[src/rtl/uvs_divider.sv]
module uvs_divider #(
   parameter int DEN_W = 11,
   parameter int QUO_W = 33
) (
   input  logic                   clock,
   input  logic                   adv,
   input  logic [QUO_W+DEN_W-1:0] num,
   input  logic [DEN_W-1:0]       den,
   output logic [QUO_W-1:0]       quo
);

   logic [DEN_W-1:0] rem_ff [0:QUO_W-1];
   logic [QUO_W-1:0] low_ff [0:QUO_W-1];
   logic [DEN_W-1:0] den_ff [0:QUO_W-1];
   logic [QUO_W-1:0] quo_ff [0:QUO_W];

   // load: upper part is the starting remainder, lower part feeds one bit a stage
   always_ff @(posedge clock) begin
      if (adv) begin
         rem_ff[0] <= num[QUO_W+DEN_W-1:QUO_W];
         low_ff[0] <= num[QUO_W-1:0];
         den_ff[0] <= den;
         quo_ff[0] <= '0;
      end
   end

   // one restoring step per stage
   for (genvar i = 0; i < QUO_W; i++) begin : g_step
      logic [DEN_W:0] trial;
      logic [DEN_W:0] diff;
      logic           ge;

      always_comb begin
         trial = {rem_ff[i], low_ff[i][QUO_W-1]};
         diff  = trial - {1'b0, den_ff[i]};
         ge    = (trial >= {1'b0, den_ff[i]});
      end

      always_ff @(posedge clock) begin
         if (adv) begin
            quo_ff[i+1] <= {quo_ff[i][QUO_W-2:0], ge};
         end
      end

      if (i < QUO_W - 1) begin : g_carry
         always_ff @(posedge clock) begin
            if (adv) begin
               rem_ff[i+1] <= ge ? diff[DEN_W-1:0] : trial[DEN_W-1:0];
               low_ff[i+1] <= {low_ff[i][QUO_W-2:0], 1'b0};
               den_ff[i+1] <= den_ff[i];
            end
         end
      end
   end

   assign quo = quo_ff[QUO_W];

endmodule

[config.mk]
export PLATFORM = sky130hd
export DESIGN_NAME = uvs_divider
export DESIGN_NICKNAME = d
export VERILOG_FILES = /design/src/rtl/uvs_divider.sv
export SDC_FILE = /design/constraint.sdc
export NUM_CORES = 2
export LEC_CHECK = 0
export BUFFER_PORTS_ARGS = -buffer_cell sky130_fd_sc_hd__buf_2
export CAP_MARGIN = 25
export CORE_ASPECT_RATIO = 1.5
export CORE_MARGIN = 4
export CORE_UTILIZATION = 57
export CTS_BUF_LIST = sky130_fd_sc_hd__clkbuf_8 sky130_fd_sc_hd__clkbuf_16
export DETAILED_ROUTE_END_ITERATION = 8
export PLACE_DENSITY = 0.76
export SLEW_MARGIN = 5
export SYNTH_ARGS = -nofsm -noshare
export SYNTH_HDL_FRONTEND = slang
export SYNTH_SLANG_ARGS = --single-unit
[constraint.sdc]
create_clock -name clock -period 2.3 [get_ports clock]
set_input_delay 0.345 -clock clock [delete_from_list [all_inputs] [get_ports clock]]
set_output_delay 0.345 -clock clock [all_outputs]
set_load 0.02 [all_outputs]
=== Yosys cells after proc, flatten, opt, wreduce, memory -nomap -nowiden ===
Memories as Yosys holds them, arrays and structs flattened.
Index checks and enable logic that the tools add are counted.

* Bits in writable memories: 2937
* Logic and storage cells: 103
* Output and inout bits: 33
* Bits in registers: 0
* Memories: 4

{| class="wikitable"
|+ Memories
! memory !! depth !! width !! rd ports !! clocked after Yosys merged registers in !! write ports !! line !! source
|-
| quo_ff || 34 || 33 || 34 || 0 || 34 || 15 || <nowiki>logic [QUO_W-1:0] quo_ff [0:QUO_W];</nowiki>
|-
| low_ff || 33 || 33 || 33 || 0 || 33 || 13 || <nowiki>logic [QUO_W-1:0] low_ff [0:QUO_W-1];</nowiki>
|-
| den_ff || 33 || 11 || 33 || 0 || 33 || 14 || <nowiki>logic [DEN_W-1:0] den_ff [0:QUO_W-1];</nowiki>
|-
| rem_ff || 33 || 11 || 33 || 0 || 33 || 12 || <nowiki>logic [DEN_W-1:0] rem_ff [0:QUO_W-1];</nowiki>
|}

* $lt $le $gt $ge: 33
* Add/subtract/negate cells: 32
* Multiplexer cells: 34

{| class="wikitable"
|+ Operators with widths
! cell !! count
|-
| $ge A12 B11 Y1 || 33
|-
| $mux W11 || 32
|-
| $sub A11 B11 Y11 || 32
|-
| $mux W1 || 2
|}

=== Depth between registers and ports, before layout ===
* Depth after elaboration: 2
* Depth in mapped cells: 10
* Depth with buffers taken out: 9

=== Least setup slack after synthesis ===
No wires, ideal clock.

* Kind: reg2reg
* Start: mem den_ff[21][0] (netlist: den_ff[1][55])
* End: mem rem_ff[22][3] (netlist: rem_ff[0][245]) (data pin)
* Setup time: 262 ps
* Data arrival time: 2276 ps
* Required time: 2038 ps
* Path buffers: 1
* Period minus slack after synthesis: 2538 ps
* Cell stages (with the launch flop): 10
* Path slack: -238 ps
* Cell sequence: edfxtp_1 ha_1 fa_1 nand2b_1 a21oi_2 a41o_1 a41oi_1 o21ai_2 buf_4 mux2_1

{| class="wikitable"
|+ RTL lines
! item !! line
|-
| from (decl) || 14
|-
| to (decl) || 12
|}

==> flow_summary.toml <==
[status]
status = "finished with violations"
violations = "negative setup slack"

[cells_and_area]
layout-drive-gt1-share_pct = 28.83
nets = 6311
stdcell_count = 7751
layout.filler_cells = 8585
area_growth_pct = 22.72

[power_and_ir_drop]
ir_worst_vdd_uv = 1083
p_leak_nw = 37.21
powerDensity_nw_per_um2 = 1316

[floorplanning]
coreArea_sq_um = 135000
die-area_sq_um = 142200
die_x_um = 309.2
io-pin-count = 90
fp-row-count = 165
start_util_pct = 57.46
dieHeight_um = 459.8

[placed_design]
gp_congestion = 0.8846
dp_hpwl_um = 94310
port_buffers = 89
placed_cells = 7213

[global_routing]
grt_max_degree = 119
grt_overflow = 0
grt_pass1_vias = 43990
grt_antenna_before_repair = 1
grt_use_total_pct = 19.61
grt_pass1_wl_um = 220400

[synth]
synth.distinct_cells = 70
synth-edff-count = 1848
syn_nets = 5358
syn_area_sq_um = 77580
syn_area_per_cell_sq_um = 15.81
yosys_warnings = 0
synthCells = 4906
synthFlopType = "edfxtp_1"
ys_seq_elements = 1848
async_flop_share_pct = 0
yosysSeqAreaShare_pct = 71.53

[worst_setup_path]
crit_type = "flop to flop"
crit_arrival_ps = 3080
worstPathMaxFanout = 6
crit_path_start_kind = "flop"
required_ps = 2840
end_kind = "flop"

[timing]
tightestPinTransition_ps = 662.9
finalSetupTns_ps = -26170
holdWs_ps = 259.5
clock_skew_ps = 25.43
period_minus_slack_ps = 2546
fmax_mhz = 392.8
hold_viol = 0
setup_ws_ps = -245.5
post-route-period-util_pct = 110.7
maxSlewViolCount = 0
setup_viol = 250
rsz0062_at_grt = "yes"
worst_slew_margin_rel_pct = 55.81

[clocking]
cts_sinks = 1848
clk_pin_slew_ps = 60
cts_buffers = 167
htreeDepth = 4
cts_buffer_depth = 3
cts_root_buf = "clkbuf_16"
cts_tree = "yes"
clk_latency_ps = 800

[routing]
num_vias = 42130
detail_route.vias_per_cell = 5.435
drt_wl_total_um = 140600
drcViolationCount = 0
wl_per_cell_um = 18.14
firstDrtPassIters = 5
ant_nets = 0
drtIter0Drc = 2319

[job]
cap_viol_max_count = 0

[hold_path]
min_path_type = "input port to flop"
## sequential cells by signal (all words and copies together), names as in the netlist
signal / count
rem_ff: 363
den_ff: 363
low_ff: 561
quo_ff: 561
## stage by stage
stage	util (%)	worst slack [ps]	instance area [sq um]	power (W)
after global routing	70.51	-313.2	95210	0.1320
after global placement	63.06	-236.6	85140	0.08784
after CTS	68.95	-234.4	93100	0.1216
after detailed placement	63.06	-343.8	85140	0.08905
after floorplan	-	-101.6	78430	0.07562
final	70.51	-245.5	95210	0.1253
## cells in the mapped netlist, types with 61 or more instances
master	n	share of area (%)
o21ai_0	73	0.47
nor2_1	361	1.7
mux2_1	125	1.8
a21oi_1	261	1.7
inv_1	456	2.2
xor2_1	79	0.89
nor3_1	61	0.39
ha_1	363	5.9
edfxtp_1	1848	72
nand2_1	107	0.52
xnor2_1	152	1.7
## critical path, stage by stage (launching register included)
cell	delay, ps
edfxtp_1	430
ha_4	200
fa_2	380
nand2b_4	160
a21oi_4	140
a41o_1	150
a41oi_2	120
o21ai_4	230
clkbuf_16	200
mux2_4	300
## power by group
| part | internal [W] | switching, W |
|---|---|---|
| logic | 0.0268 | 0.0233 |
| clock network | 0.0151 | 0.0121 |
| registers | 0.0448 | 0.00323 |
## worst paths after layout
| check | slack, ps | end | depth (start not counted) | from |
|---|---|---|---|---|
| worst max-delay path | -250 | rem_ff[0][223]$_DFFE_PP_ | 9 | den_ff[1][33]$_DFFE_PP_ |
| worst min-delay path | 260 | low_ff[0][32]$_DFFE_PP_ | 2 | num[32] |
| worst max register to register | -250 | rem_ff[0][223]$_DFFE_PP_ | 9 | den_ff[1][33]$_DFFE_PP_ |
| worst min register to register | 410 | low_ff[0][852]$_DFFE_PP_ | 0 | low_ff[0][818]$_DFFE_PP_ |
## routing by layer
layer  GRT usage, %  part of all wire, %  routed length (um)  vias up
met5              0                    0                   0        -
met4          10.47                  5.3                7400        0
met2          37.01                   55               77380      756
li1               -                    -                   -    20370
met1          20.83                   37               51400    20610
met3          3.060                  3.1                4393      392
## cells by family (layout without fill, tap and decap cells)
logic type,count (synthesis),count (layout),synth area share [%]
compound gates,855,855,7.837
xor+xnor,231,231,2.608
fa+ha+maj,395,395,6.680
buf+inv,541,1631,2.935
flops,1848,1848,71.53
mux,236,236,3.606
other cells,0,1,0
simple gates,800,801,4.803
## cell usage in the layout (no fill, tap or decap), types with 23 or more instances in the layout
cell           netlist  layout
dlygate4sd3_1        0      56
a21o_1              60      60
o31ai_1             24      24
buf_12               0      53
o21ai_1             42      38
a21oi_4              0      36
nand2b_4             1      30
nand3_1             45      45
and2_1              45      45
inv_1              456     477
buf_6               20      87
ha_1               363     315
mux2i_1             47      39
clkinv_2             0      39
nor2_2               0      60
clkbuf_16            0     175
o21a_1              60      60
edfxtp_1          1848    1848
o21ai_0             73      53
a31oi_1             29      23
xor2_1              79      77
xnor2_1            152     149
nand4_1             31      31
mux2_4              53     187
buf_4               24     560
fa_2                 0      32
nor2_1             361     282
clkinv_1             0      32
a21oi_1            261     164
a21oi_2             20      81
nand2_1            107     106
nor3_1              61      61
nor2b_1             38      35
or3_1               29      29
o21ai_2             11      32
ha_2                 0      26
buf_2                5      88
## repair_timing
item                                    4_1_cts  5_1_grt
gates resized for setup                     234      375
pin swaps                                    88      101
setup buffers                                97       80
endpoints found under the setup margin      328      354
hold buffers                                 56        0
cloned                                        9        7
endpoints found under the hold margin        60        0
## final cells by class
type,count,area [sq um],share of cell area (%)
Antenna cell,1,2.502,0.002628
Inverter,456,1712,1.798
Clock buffer,170,4254,4.468
Clock inverter,137,1140,1.197
Multi-Input combinational cell,2518,22740,23.89
Sequential cell,1848,55490,58.29
Timing Repair Buffer,868,7669,8.055
Tap cell,1753,2193,2.304
Note: power is estimated with default switching activity, not from simulation.
