File: src/rtl/uvs_pkg.sv
package uvs_pkg;

   // defaults for the top level parameters
   localparam int UVS_MAX_SPLITS    = 1024;
   localparam int UVS_CORDIC_STEPS  = 16;
   localparam int UVS_ATAN_LEN      = 24;

   // field widths
   localparam int CFG_W     = 11;
   localparam int COL_W     = 11;
   localparam int ROW_W     = 10;
   localparam int POS_W     = 16;
   localparam int IDX_W     = 21;
   localparam int CSR_IDX_W = 2;

   // long division produces this many quotient bits, one per stage
   localparam int DIV_QUO_W = 33;

   // cordic datapath width, Q2.30 plus guard bits
   localparam int CORDIC_W = 34;
   localparam logic [31:0] CORDIC_GAIN_INV = 32'h26DD3B6A;

   localparam logic [CFG_W-1:0] COLUMNS_RESET = CFG_W'(16);
   localparam logic [CFG_W-1:0] ROWS_RESET    = CFG_W'(16);

   // register map
   typedef enum logic [CSR_IDX_W-1:0] {
      CSR_COLUMNS = CSR_IDX_W'(0),
      CSR_ROWS    = CSR_IDX_W'(1)
   } csr_index_type;

   // request commands
   typedef enum logic {
      CMD_VERTEX = 1'b0,
      CMD_CELL   = 1'b1
   } cmd_type;

   // arctangent of 2^-i as a fraction of a full turn
   function automatic logic [31:0] turn_atan(input int i);
      logic [31:0] a;
      case (i)
         0:       a = 32'h20000000;
         1:       a = 32'h12E4051E;
         2:       a = 32'h09FB385B;
         3:       a = 32'h051111D4;
         4:       a = 32'h028B0D43;
         5:       a = 32'h0145D7E1;
         6:       a = 32'h00A2F61E;
         7:       a = 32'h00517C55;
         8:       a = 32'h0028BE53;
         9:       a = 32'h00145F2F;
         10:      a = 32'h000A2F98;
         11:      a = 32'h000517CC;
         12:      a = 32'h00028BE6;
         13:      a = 32'h000145F3;
         14:      a = 32'h0000A2FA;
         15:      a = 32'h0000517D;
         16:      a = 32'h000028BE;
         17:      a = 32'h0000145F;
         18:      a = 32'h00000A30;
         19:      a = 32'h00000518;
         20:      a = 32'h0000028C;
         21:      a = 32'h00000146;
         22:      a = 32'h000000A3;
         23:      a = 32'h00000051;
         default: a = 32'h0;
      endcase
      return a;
   endfunction

endpackage

File: src/rtl/uvs_cordic.sv
module uvs_cordic #(
   parameter int STEPS = uvs_pkg::UVS_CORDIC_STEPS
) (
   input  logic               clock,
   input  logic               adv,
   input  logic [31:0]        angle,
   output logic signed [31:0] sin_out,
   output logic signed [31:0] cos_out
);
   import uvs_pkg::*;

   localparam int W = CORDIC_W;

   logic signed [W-1:0] x_ff [0:STEPS];
   logic signed [W-1:0] y_ff [0:STEPS];
   logic signed [W-1:0] z_ff [0:STEPS];
   logic                flip_ff [0:STEPS];
   logic                flip_in;
   logic [31:0]         rot_angle;
   logic signed [31:0]  sin_ff;
   logic signed [31:0]  cos_ff;

   // second and third quarter turn: rotate by a half turn, negate at the end
   always_comb begin
      flip_in   = angle[31] ^ angle[30];
      rot_angle = flip_in ? {~angle[31], angle[30:0]} : angle;
   end

   always_ff @(posedge clock) begin
      if (adv) begin
         x_ff[0]    <= {{(W-32){1'b0}}, CORDIC_GAIN_INV};
         y_ff[0]    <= '0;
         z_ff[0]    <= {{(W-32){rot_angle[31]}}, rot_angle};
         flip_ff[0] <= flip_in;
      end
   end

   // one micro-rotation per stage
   for (genvar i = 0; i < STEPS; i++) begin : g_step
      logic signed [W-1:0] xs;
      logic signed [W-1:0] ys;
      logic signed [W-1:0] atan_ext;

      always_comb begin
         xs       = x_ff[i] >>> i;
         ys       = y_ff[i] >>> i;
         atan_ext = W'(turn_atan(i));
      end

      always_ff @(posedge clock) begin
         if (adv) begin
            flip_ff[i+1] <= flip_ff[i];
            if (!z_ff[i][W-1]) begin
               x_ff[i+1] <= x_ff[i] - ys;
               y_ff[i+1] <= y_ff[i] + xs;
               z_ff[i+1] <= z_ff[i] - atan_ext;
            end else begin
               x_ff[i+1] <= x_ff[i] + ys;
               y_ff[i+1] <= y_ff[i] - xs;
               z_ff[i+1] <= z_ff[i] + atan_ext;
            end
         end
      end
   end

   // undo the half turn
   always_ff @(posedge clock) begin
      if (adv) begin
         cos_ff <= flip_ff[STEPS] ? 32'(-x_ff[STEPS]) : 32'(x_ff[STEPS]);
         sin_ff <= flip_ff[STEPS] ? 32'(-y_ff[STEPS]) : 32'(y_ff[STEPS]);
      end
   end

   assign sin_out = sin_ff;
   assign cos_out = cos_ff;

endmodule

File: config.mk
export PLATFORM = sky130hd
export DESIGN_NAME = uvs_cordic
export DESIGN_NICKNAME = d
export VERILOG_FILES = /design/src/rtl/uvs_pkg.sv /design/src/rtl/uvs_cordic.sv
export SDC_FILE = /design/constraint.sdc
export NUM_CORES = 2
export LEC_CHECK = 0
export BUFFER_PORTS_ARGS = -buffer_cell sky130_fd_sc_hd__buf_2
export CAP_MARGIN = 0
export CELL_PAD_IN_SITES_DETAIL_PLACEMENT = 0
export CELL_PAD_IN_SITES_GLOBAL_PLACEMENT = 2
export CORE_ASPECT_RATIO = 1.4
export CORE_MARGIN = 5
export CORE_UTILIZATION = 43
export DETAILED_ROUTE_END_ITERATION = 10
export PLACE_DENSITY = 0.88
export SLEW_MARGIN = 0
export SYNTH_ARGS = -nofsm -noshare
export SYNTH_HDL_FRONTEND = slang
export SYNTH_SLANG_ARGS = --single-unit
File: constraint.sdc
create_clock -name clock -period 7 [get_ports clock]
set_clock_uncertainty 0.05 [all_clocks]
set_input_delay 0.7 -clock clock [delete_from_list [all_inputs] [get_ports clock]]
set_output_delay 0.7 -clock clock [all_outputs]
set_load 0.02 [all_outputs]
# Word-level counts from Yosys, hierarchy flattened
# Memories as Yosys holds them, arrays and structs flattened.
# Cells that the tools add are included.
dict set report word_totals {
  n_memories 4
  output_inout_bits 64
  wordCells 302
  in_bits 34
  mem_bits_rw 1751
  ff_bits 64
}
dict set report classes {
  n_addsub 97
  n_bitwise 50
  mux 149
}
# memory depth width read_ports rd_ports_with_merged_regs write_ports line_no
set mem_list {}
lappend mem_list {x_ff 17 34 17 0 17 uvs_cordic.sv:14} ;# logic signed [W-1:0] x_ff [0:STEPS];
lappend mem_list {y_ff 17 34 17 0 17 uvs_cordic.sv:15} ;# logic signed [W-1:0] y_ff [0:STEPS];
lappend mem_list {z_ff 17 34 16 0 17 uvs_cordic.sv:16} ;# logic signed [W-1:0] z_ff [0:STEPS];
lappend mem_list {flip_ff 17 1 17 0 17 uvs_cordic.sv:17} ;# logic flip_ff [0:STEPS];
# op n
set ops {}
lappend ops {{$mux 34} 48}
lappend ops {{$mux 1} 98}
lappend ops {{$mux 32} 3}
lappend ops {{$add 34x19->34} 2}
lappend ops {{$add 34x20->34} 2}
lappend ops {{$add 34x21->34} 2}
lappend ops {{$add 34x22->34} 2}
lappend ops {{$add 34x23->34} 2}
lappend ops {{$add 34x24->34} 2}
lappend ops {{$add 34x25->34} 2}
lappend ops {{$add 34x26->34} 2}
lappend ops {{$add 34x27->34} 2}
lappend ops {{$add 34x28->34} 2}
lappend ops {{$add 34x29->34} 2}
lappend ops {{$add 34x30->34} 2}
lappend ops {{$add 34x31->34} 2}
lappend ops {{$add 34x32->34} 2}
lappend ops {{$add 34x33->34} 2}
lappend ops {{$sub 34x19->34} 2}
lappend ops {{$sub 34x20->34} 2}
lappend ops {{$sub 34x21->34} 2}
lappend ops {{$sub 34x22->34} 2}
lappend ops {{$sub 34x23->34} 2}
lappend ops {{$sub 34x24->34} 2}
lappend ops {{other kinds (47)} 105}

# Depth between registers and ports, before layout
# An unclocked memory read counts as a cell.
dict set report depth {
  depth_word 5
  mapped_depth 22
  mapped_depth_nobuf 21
}

# Least setup slack after synthesis
# Ideal clock, no wire load.
dict set report synth_path {
  path_type {input port to flip-flop}
  from {in adv}
  to {mem x_ff[6][32] in the netlist's numbering (data pin)}
  path_stages 20
  path_slack_ps 1499
  n_path_buf 4
  arrival_ps 5188
  setup_time_ps 263
  required_time_ps 6687
  cell_sequence {clkbuf_1 > clkbuf_1 > nand2_1 > inv_1 > clkbuf_1 > clkbuf_1 > nor2_1 > xor2_1 > ha_1 > a21o_1 > a21oi_1 > o21ai_0 > a221oi_2 > a221oi_1 > a221oi_1 > o21ai_1 > a21o_1 > a21o_1 > a311oi_1 > xnor2_1}
}
# element line_no
set synth_rtl {}
lappend synth_rtl {{start: declaration} uvs_cordic.sv:5} ;# input logic adv,
lappend synth_rtl {{end: declaration} uvs_cordic.sv:14}

==> summary.md <==
| Metric | Value |
|---|---|
| Run status | complete, no violations |
| CP startpoint kind | flop |
| Setup repair after global routing missed its margin | no |
| Critical Path Max Stage Delay | 0.66 ns |
| Remaining DRCs | 0 |
| Class of the tightest hold or removal check | in -> reg |
| Maximum root-to-sink buffer count | 4 |
| Hold endpoint | flip_ff[0] |
| Final estimated routing congestion in global placement | 0.940 |
| Clock transition at the registers of the reported paths | 0.07 ns |
| Synth Flop Type | edfxtp_1 |
| Number of warnings reported in the yosys synthesis log | 0 |
| Most instantiated cells after synthesis | edfxtp_1, ha_1, a21oi_1 |
| Number of gates resized after CTS | 0 |
| Number of post-CTS setup repair buffers | 0 |
| Number of antenna violations at the first check in global routing | 9 |
| Number of maximum-capacitance violations | 0 |
| Die width | 469 µm |
| Grt ovf | 0 |
| Syn nets | 14300 |
| Vertical die dimension | 653 µm |
| Most area-consuming cells after synthesis | edfxtp_1, ha_1, xnor2_1, a21oi_1, xor2_1 |
| Post-DRT Antenna Nets | 0 |
| Final wirelength | 367000 µm |
| Crit path buffers/inverters | 2 |
| Transition time at the pin with the least slew margin | 1.40 ns |
| Initial cell density of the core | 43.1% |
| Top Family by Delay on Critical Path | simple AND/OR/NAND/NOR gates |
| Proportion of synthesized chip area in sequential cells | 37.4% |
| Final worst path period share | 85.4% |
| Wire length per cell after detailed routing | 21.4 µm |
| Rows | 236 |
| Clock period minus worst slack | 5.98 ns |
| Number of I/O port buffers | 97 |
| Setup slack of the most critical reg-to-reg path | 1.02 ns |
| Count of hold buffers inserted by post-cts repair | 31 |
| Slowest cell on the critical path | or4b_2 |
| Critical Path RT | 7.56 ns |
| Worst setup EP type | flop |
| Synthesized instance count | 12900 |
| TritonCTS clock tree | built |
| Sinks on Clock Net | 1580 |
| Sum of net half-perimeters after detailed placement | 294000 µm |
| Clk Tree Root Cell | clkbuf_16 |
| Via-to-Cell Ratio | 5.73 |
| Final count of hold timing violations | 0 |
| Startpoint of the worst register-to-register path | y_ff[4][5] |
| Number of distinct library cells after synthesis | 94 |
| Hold Crit Depth | 2 |
| Layout overhead on the synthesized area | 9.46% |
| Core region area | 0.295 mm² |
| Most frequent cell after synthesis | edfxtp_1 |
| Area enclosed by the die boundary | 0.306 mm² |
| Kind of critical path | reg -> reg |
| Initial DRT Pass Iterations | 6 |
| Net count of the finished layout | 14600 |
| Signal arrival time at the worst endpoint | 6.54 ns |
| Highest achievable clock rate | 167 MHz |
| Cell taking the most area after synthesis | edfxtp_1 |
| Beginning of the worst hold path | angle[31] |
| Final setup violating endpoints | 0 |
| Number of global-route vias before repair | 99200 |
| Number of flops mapped to enable cells by yosys | 1580 |
| Average cell area after synthesis | 9.86 µm² |
| Hold slack final | 0.151 ns |
| Source-to-sink clock delay at the later pin of the worst-skew pair | 0.87 ns |
| I/O pin count | 98 |
| Pin count of the biggest net entering global routing | 168 |
| Total vias in the final route | 98400 |
| Synth top area share | 37.4% |
| Max-slew violations | 0 |
| CTS HTree Levels | 4 |
| List of cells traversed by the critical path | inv_1, ha_1, nand2b_1, or4b_2, nand2b_1, nand2b_1, nor3_1, inv_1, o21ai_0, xnor2_1, ha_1, and3_1, nor3b_1, nand3_1, o21ai_0, a211oi_1, o31ai_1, a21oi_1, xnor2_1 |
| Proportion of register bits with asynchronous set or reset after synthesis | 0% |
| Relative slew slack | 6.52% |
| Max FO, Critical Path | 5 |
| Fraction of final layout cells with drive strength greater than 1 | 4.95% |
| Setup TNS | 0 ns |
| TritonCTS buffer count | 186 |
| Global-route wire length before repair | 568000 µm |
| Cell count of the worst reg-to-reg path | 19 |
| Global router's overall resource usage | 23.2% |
| Post-synthesis instance area | 0.127 mm² |
| Total of flip-flops plus latches after synthesis | 1580 |
| Violation count after the first detailed-route iteration | 5667 |
| R2R Path End | x_ff[5][32] |
| Most used cell, CP | nand2b_1 |
[through the flow]
| stage | utilization (%) | setup slack [ns] | instances | instance area (µm²) |
|---|---|---|---|---|
| finish | 47.2 | 1.02 | 17200 | 139000 |
| global route | 47.2 | 0.461 | 17200 | 139000 |
| CTS | 47.2 | 0.932 | 17200 | 139000 |
| detailed placement | 45.0 | 0.965 | 16800 | 133000 |
| global placement | 45.0 | 0.913 | 16800 | 133000 |
| floorplan | - | 1.50 | 12900 | 127000 |
[final cells by class]
cell class | instances | area [µm²]
Inverter | 482 | 1810
Antenna cell | 2 | 5.00
Multi-Input combinational cell | 10600 | 77000
Tap cell | 3927 | 4910
Sequential cell | 1580 | 47400
Clock inverter | 121 | 1310
Clock buffer | 213 | 4800
Timing Repair Buffer | 235 | 1700
Fill cell | 27600 | 156000
[sequential cells by signal, summed over array words and instances (netlist names)]
name,flops
x_ff,482
sin_out,32
cos_out,32
y_ff,509
z_ff,508
flip_ff,17
[logic make-up (layout without fill, tap and decap cells)]
family | after synthesis | count (layout) | share of synthesized area [%]
AOI/OAI and AO/OA | 4023 | 4023 | 20.1
and+or+nand+nor | 3156 | 3156 | 12.2
xor gates and xnor gates | 1912 | 1912 | 13.2
DFF | 1580 | 1580 | 37.4
adders and majority gates | 1437 | 1437 | 14.4
buffers and inverters | 679 | 1051 | 2.01
muxes | 90 | 90 | 0.751
other | 0 | 2 | 0
[worst register-to-register path, cell delays in order (launching register included)]
cell and delay (ns):
edfxtp_1 0.47, inv_1 0.11, ha_1 0.16, nand2b_1 0.10, or4b_2 0.66, nand2b_1 0.25
nand2b_1 0.25, nor3_1 0.44, inv_1 0.20, o21ai_0 0.23, xnor2_1 0.11, ha_1 0.39
and3_1 0.27, nor3b_1 0.50, nand3_1 0.13, o21ai_0 0.64, a211oi_1 0.22, o31ai_1 0.27
a21oi_1 0.11, xnor2_1 0.14
[layout by cell type (no fill, tap or decap), types with 150 or more instances in the layout]
cell type  instances
a21o_1           673
a21oi_1         1309
clkbuf_16        188
edfxtp_1        1580
ha_1            1393
inv_1            471
nand2_1          677
nand2b_1         227
nand3_1          231
nor2_1           901
nor2b_1          186
nor3_1           258
o21a_1           188
o21ai_0          761
o21bai_1         150
o31ai_1          162
xnor2_1         1303
xor2_1           608
[worst max-delay path by stage]
stage / startpoint / endpoint / slack, ns / depth (start not counted)
final: y_ff[4][5] / x_ff[5][32] / 1.02 / 19
after floorplan: adv / x_ff[6][32] / 1.50 / 20
after global routing: y_ff[4][5] / x_ff[5][32] / 0.46 / 19
after detailed placement: adv / y_ff[10][31] / 0.96 / 18
after global placement: adv / y_ff[10][31] / 0.91 / 18
after CTS: y_ff[4][5] / x_ff[5][32] / 0.93 / 19
[per-layer routing]
metal  global-route usage, %  share of wire (%)  vias up
li1                        -                  -    48600
met1                    25.1                 38    47100
met2                    45.1                 53     1890
met3                    2.02                2.9      702
met4                    11.1                5.5        0
met5                       0                  0        -
Power is not shown: default switching activity piles up to over one toggle a cycle in this logic, so the estimate is an artifact.
